### src/design/dht_pkg.sv
package dht_pkg;

  localparam int unsigned DepthDefault = 1024;
  localparam int unsigned KeyW  = 20;
  localparam int unsigned PayW  = 32;
  localparam int unsigned SizeW = 11;
  localparam int unsigned ModeW = 2;
  localparam int unsigned StatW = 3;
  localparam int unsigned SlotW = 10;

  localparam logic [ModeW-1:0] MODE_INSERT = 2'd0;
  localparam logic [ModeW-1:0] MODE_FIND   = 2'd1;
  localparam logic [ModeW-1:0] MODE_REMOVE = 2'd2;
  localparam logic [ModeW-1:0] MODE_NONE   = 2'd3;

  localparam logic [StatW-1:0] ST_INSERTED = 3'd0;
  localparam logic [StatW-1:0] ST_FULL     = 3'd1;
  localparam logic [StatW-1:0] ST_FOUND    = 3'd2;
  localparam logic [StatW-1:0] ST_MISSING  = 3'd3;
  localparam logic [StatW-1:0] ST_REMOVED  = 3'd4;

  typedef struct packed {
    logic [ModeW-1:0] mode;
    logic [KeyW-1:0]  key;
    logic [PayW-1:0]  payload;
  } req_t;

  typedef struct packed {
    logic [StatW-1:0] status;
    logic [SlotW-1:0] slot;
    logic [PayW-1:0]  payload_out;
  } rsp_t;

endpackage

### src/design/dht_mod.sv
// Serial restoring modulo: rem = a mod d, one quotient bit per cycle.
module dht_mod import dht_pkg::*; #(
  parameter int unsigned AW = KeyW + 1,
  parameter int unsigned DW = SizeW
) (
  input  logic          clk,
  input  logic          rst_n,
  input  logic          start,
  input  logic [AW-1:0] a,
  input  logic [DW-1:0] d,
  output logic          done,
  output logic [DW-1:0] rem
);
  localparam int unsigned CntW = $clog2(AW + 1);

  logic [AW-1:0]   a_r, a_nxt;
  logic [DW:0]     r_r, r_nxt;
  logic [DW-1:0]   d_r, d_nxt;
  logic [CntW-1:0] cnt_r, cnt_nxt;
  logic            busy_r, busy_nxt, done_r, done_nxt;
  logic [DW+1:0]   sh;
  logic [DW+1:0]   dif;

  always_comb begin
    a_nxt = a_r; r_nxt = r_r; d_nxt = d_r; cnt_nxt = cnt_r;
    busy_nxt = busy_r; done_nxt = 1'b0;
    sh  = {r_r, a_r[AW-1]};
    dif = sh - {2'b00, d_r};
    if (start) begin
      a_nxt = a; d_nxt = d; r_nxt = '0; cnt_nxt = CntW'(AW); busy_nxt = 1'b1;
    end else if (busy_r) begin
      a_nxt = {a_r[AW-2:0], 1'b0};
      r_nxt = dif[DW+1] ? sh[DW:0] : dif[DW:0];
      cnt_nxt = cnt_r - 1'b1;
      if (cnt_r == CntW'(1)) begin
        busy_nxt = 1'b0; done_nxt = 1'b1;
      end
    end
  end

  always_ff @(posedge clk) begin
    a_r <= a_nxt; r_r <= r_nxt; d_r <= d_nxt; cnt_r <= cnt_nxt;
    if (!rst_n) begin
      busy_r <= 1'b0; done_r <= 1'b0;
    end else begin
      busy_r <= busy_nxt; done_r <= done_nxt;
    end
  end

  assign done = done_r;
  assign rem  = r_r[DW-1:0];

endmodule

### config.mk
export PLATFORM = sky130hd
export DESIGN_NAME = dht_mod
export DESIGN_NICKNAME = d
export VERILOG_FILES = /design/src/design/dht_pkg.sv /design/src/design/dht_mod.sv
export SDC_FILE = /design/constraint.sdc
export NUM_CORES = 1
export LEC_CHECK = 0
export ABC_AREA = 1
export BUFFER_PORTS_ARGS = -buffer_cell sky130_fd_sc_hd__buf_2
export CAP_MARGIN = 10
export CORE_ASPECT_RATIO = 0.9
export CORE_MARGIN = 5
export CORE_UTILIZATION = 57
export DETAILED_ROUTE_END_ITERATION = 7
export PLACE_DENSITY = 0.8
export SLEW_MARGIN = 10
export SYNTH_ARGS = -nofsm -noshare
export SYNTH_HDL_FRONTEND = slang
export SYNTH_SLANG_ARGS = --single-unit
### constraint.sdc
create_clock -name clk -period 2.71 [get_ports clk]
set_input_delay 0.1355 -clock clk [delete_from_list [all_inputs] [get_ports clk]]
set_output_delay 0.1355 -clock clk [all_outputs]
set_load 0.05 [all_outputs]
Word level (Yosys, flattened, before mapping) --
Index checks and enable logic that the tools add are counted.
Cells by class: $add $sub $neg 2, eq/ne operators 1, multiplexer cells 7, bitwise gates (word level) 2, reduce and logical (&&, ||, !) cells 2
Operators by type and width (count):
- 21-bit 2-to-1 mux | 2
- 13-bit by 11-bit subtractor with 13-bit output | 1
- 12-bit 2-to-1 mux | 1
- 5-bit by 1-bit equality test with 1-bit output, second input constant | 1
- 5-bit by 1-bit subtractor with 5-bit output, second input constant | 1
- 1-bit 2-to-1 mux | 4
- 3-bit OR reduction | 1
- 1-bit NOT | 2
- 2-bit nonzero test | 1
Storage, ports and cells: bits in registers 51, input bits 35, output and inout port bits 12, word-level logic and storage cells 20

Depth between registers and ports, before layout --
depth after elaboration 4, gate-level depth with buffers 14

Worst setup path before layout --
OpenSTA, ideal clock, no wires.
kind register to register, start point register a_r[20], end point register r_r[7], setup time 113 ps, arrival 1781 ps, required time 2597 ps, setup slack 816 ps, cell stages (with the launch flop) 14, path buffers 1, period minus slack after synthesis 1894 ps, cell sequence edfxtp_1 > inv_1 > ha_1 > inv_1 > fa_1 > nand3_1 > nand3_2 > nand3_2 > nand4_1 > nand2_2 > buf_6 > nand2_1 > nand3_1 > nand2_1
On the way: word-level cells in the longest chain between the ends 2
RTL lines:
- start, declared | RTL line dht_mod.sv:16 | logic [AW-1:0] a_r, a_nxt;
- start signal, assigned | RTL line dht_mod.sv:42 | a_r <= a_nxt; r_r <= r_nxt; d_r <= d_nxt; cnt_r <= cnt_nxt;
- 13-bit by 11-bit subtractor with 13-bit output | RTL line dht_mod.sv:28 | dif = sh - {2'b00, d_r};
- 12-bit 2-to-1 mux | RTL line dht_mod.sv:33 | r_nxt = dif[DW+1] ? sh[DW:0] : dif[DW:0];
- end signal, assigned | RTL line dht_mod.sv:42
- end, declared | RTL line dht_mod.sv:17 | logic [DW:0] r_r, r_nxt;
Every way passes these cells. A chain may end at the register's enable or synchronous reset.

Worst setup path after layout --
start point register a_r[20], end point register r_r[8]
The elaborated chain is that of the path after synthesis.

==> impl_results.md <==
* Outcome: finished clean
* Resize count post-CTS at 0
* Fin nets at 473
* Worst Hold Slack at 0.0839 ns
* HPWL after detailed placement at 4340 microns
* Die height at 78.0 microns
* Netlist Area Pre-Place at 2930 sq um
* WS Path Type: reg2reg
* Share of synthesized registers carrying an async set or reset at 0
* Power per Cell Area at 614 nW/um^2
* Root buf cell: clkbuf_8
* Top cells by count, synth: nand2_1 (154), inv_1 (54), edfxtp_1 (32)
* Share of power burned in registers at 0.461
* Top cells by area, synth: edfxtp_1 (33%), nand2_1 (20%), dfxtp_1 (13%), inv_1 (6.9%), ha_1 (5.6%)
* Clock power share at 0.261
* Vias/cell at 4.90
* EDFF count, synth at 32
* RePlAce Congestion at 0.902
* First-pass GRT wire length at 9980 microns
* Worst path slowest cell: fa_1
* Total leakage power at 1.78 nW
* Max_cap viols at 0
* Synth Net Count at 427
* Clock sink count at 51
* Peak supply drop at 0.353 mV
* DRC violations left at 0
* CTS Hold Bufs at 10
* HP Class: in2reg
* Clk buf depth at 2
* Via count at 2,403
* Tmin final at 2.13 ns
* Switching Share at 0.328
* Final Hold Vio Count at 0
* Layout cells sized above 1 at 0.162
* Logic pwr share at 0.278
* Seq/Total Area, Yosys at 0.458
* Fin Setup TNS at 0 ns
* Mapped Cells at 378
* Initial DRT Pass Iterations at 4
* RSZ-0062 raised after global routing: no
* WL per Instance at 12.0 microns
* Worst slew margin at 0.426
* Pin count of the biggest net entering global routing at 29
* CP Capture Type: flop
* Post-DRT Antenna Nets at 0
* Top FF cell, synth: edfxtp_1
* Final period utilization at 0.787
* Gr ovfl total at 0
* Synth warn at 0
* Area Growth Syn to Fin at 13.8%
* Most common cell in the netlist: nand2_1
* Cell variety after synth at 31
* Initial Util at 0.595
* Initial DRC Count at 203
* Register area at 1340 sq um
* Total GRT Usage at 0.186
* Worst slew pin tran at 0.858 ns
* Row count at 24
* Cts bufs inserted at 5
* Non-filler instance count after layout at 490
* Port bufs at 46
* Final Skew at 0.00628 ns
* Latest clock arrival within the worst-skew pair at 0.31 ns
* Syn Area/Cell at 7.75 sq um
* Critical-path cell list: inv_1 > ha_1 > inv_1 > fa_1 > nand3_1 > nand3_2 > nand3_2 > nand4_1 > nand2_2 > nand2_1 > nand3_1 > nand2_1
* Arrival time at the worst endpoint at 2.34 ns
* Internal at 1.37 mW
* Yosys reg bits at 51
* Max Clk Rate at 469 MHz
* Final Setup Violations at 0
* Placed cell count at 471
* CORE AREA at 4920 sq um
* Vias in the first global route at 2,258
* I/O pins at 47
* CP peak stage delay at 0.42 ns
* Area of the multi-input gates at 1220 sq um
* Total wire length at 5870 microns
* Post-CTS setup buffers at 0
* Fill cells at 416
* P_sw at 672 uW
* CTS tree: yes
* Die area at 6670 sq um
* WP data required at 2.92 ns
* H-tree depth at 2
* Max Slew Vio Count at 0
* Initial antenna violation count at 0
* Die X at 85.5 microns
* Startpoint Class: flop
* Worst-path clk slew at 0.09 ns
* Critical-path maximum fanout at 12
* Largest area contributor in the synthesized netlist: edfxtp_1
* Ant diodes at 0
* Yosys top cell area share at 0.328
critical path: cells and delay by family, from the launching register on:
| kind | cells | cell delay, ns |
|---|---|---|
| adder cells (fa/ha/maj) | 2 | 0.56 |
| buffers and inverters | 2 | 0.15 |
| flip-flops | 1 | 0.37 |
| AND/OR/NAND/NOR | 8 | 0.93 |
registers in the layout (all words and copies together) (netlist names):
register / count
d_r: 11
busy_r: 1
r_r: 12
a_r: 21
done: 1
cnt_r: 5
worst paths after layout:
kind | from | to | slack, ns | depth (start not counted)
worst max-delay path | a_r[20]$_DFFE_PP_ | r_r[8]$_SDFFE_PP0P_ | 0.58 | 12
worst min-delay path | rst_n | busy_r$_SDFF_PN0_ | 0.08 | 3
worst max register to register | a_r[20]$_DFFE_PP_ | r_r[8]$_SDFFE_PP0P_ | 0.58 | 12
worst min register to register | cnt_r[4]$_SDFFE_PP1P_ | cnt_r[4]$_SDFFE_PP1P_ | 0.48 | 2
through the flow:
step | total power [mW] | worst slack [ns] | instance area (sq um) | utilization
3_3_place_gp | 1.50 | 0.692 | 3110 | 0.632
6_report | 2.05 | 0.578 | 3330 | 0.677
5_1_grt | 2.18 | 0.337 | 3330 | 0.677
3_5_place_dp | 1.51 | 0.597 | 3110 | 0.632
2_1_floorplan | 1.42 | 0.816 | 2930 | -
4_1_cts | 2.06 | 0.572 | 3320 | 0.675
power by group through the flow:
stage / combinational, mW / clock (mW) / sequential [mW]
after floorplan: 0.472 / 0 / 0.951
after global placement: 0.539 / 0 / 0.960
after detailed placement: 0.552 / 0 / 0.962
after CTS: 0.567 / 0.548 / 0.945
after global routing: 0.640 / 0.584 / 0.954
final: 0.568 / 0.534 / 0.944
layer usage:
metal | GRT usage | up-vias | part of all wire
met5 | 0 | - | 0
met4 | 0.0680 | 0 | 0.018
met3 | 0.0434 | 8 | 0.074
met2 | 0.285 | 72 | 0.44
met1 | 0.258 | 1062 | 0.47
li1 | - | 1261 | -
logic make-up (layout without fill, tap and decap cells):
group / Yosys count / count (layout) / share of synthesized area
buffers and inverters: 79 / 126 / 0.126
adders and majority gates: 14 / 14 / 0.0624
DFF: 51 / 51 / 0.458
AOI/OAI and AO/OA: 17 / 17 / 0.0325
and+or+nand+nor: 210 / 210 / 0.300
xor gates and xnor gates: 7 / 7 / 0.0209
layout by cell type, fill, tap and decap left out, types with 2 or more instances in the layout:
cell type | Yosys | layout
nand2_1 | 154 | 154
inv_1 | 54 | 54
buf_2 | 0 | 46
edfxtp_1 | 32 | 32
nand3_1 | 24 | 24
dfxtp_1 | 19 | 19
nor2_1 | 14 | 14
ha_1 | 13 | 13
dlygate4sd3_1 | 0 | 11
a21oi_1 | 10 | 10
nand4_1 | 6 | 6
nand2_2 | 5 | 5
clkbuf_8 | 1 | 5
xor2_1 | 4 | 4
nand3_2 | 3 | 3
xnor2_1 | 3 | 3
o21ai_0 | 3 | 3
buf_4 | 11 | 3
inv_2 | 2 | 2
cell type report:
| type | count | area share |
|---|---|---|
| Clock inverter | 2 | 0.0116 |
| Multi-Input combinational cell | 248 | 0.365 |
| Sequential cell | 51 | 0.402 |
| Tap cell | 65 | 0.0244 |
| Clock buffer | 6 | 0.0218 |
| Inverter | 58 | 0.0657 |
| Timing Repair Buffer | 60 | 0.109 |
No activity file was read; power rests on OpenSTA's default activity.
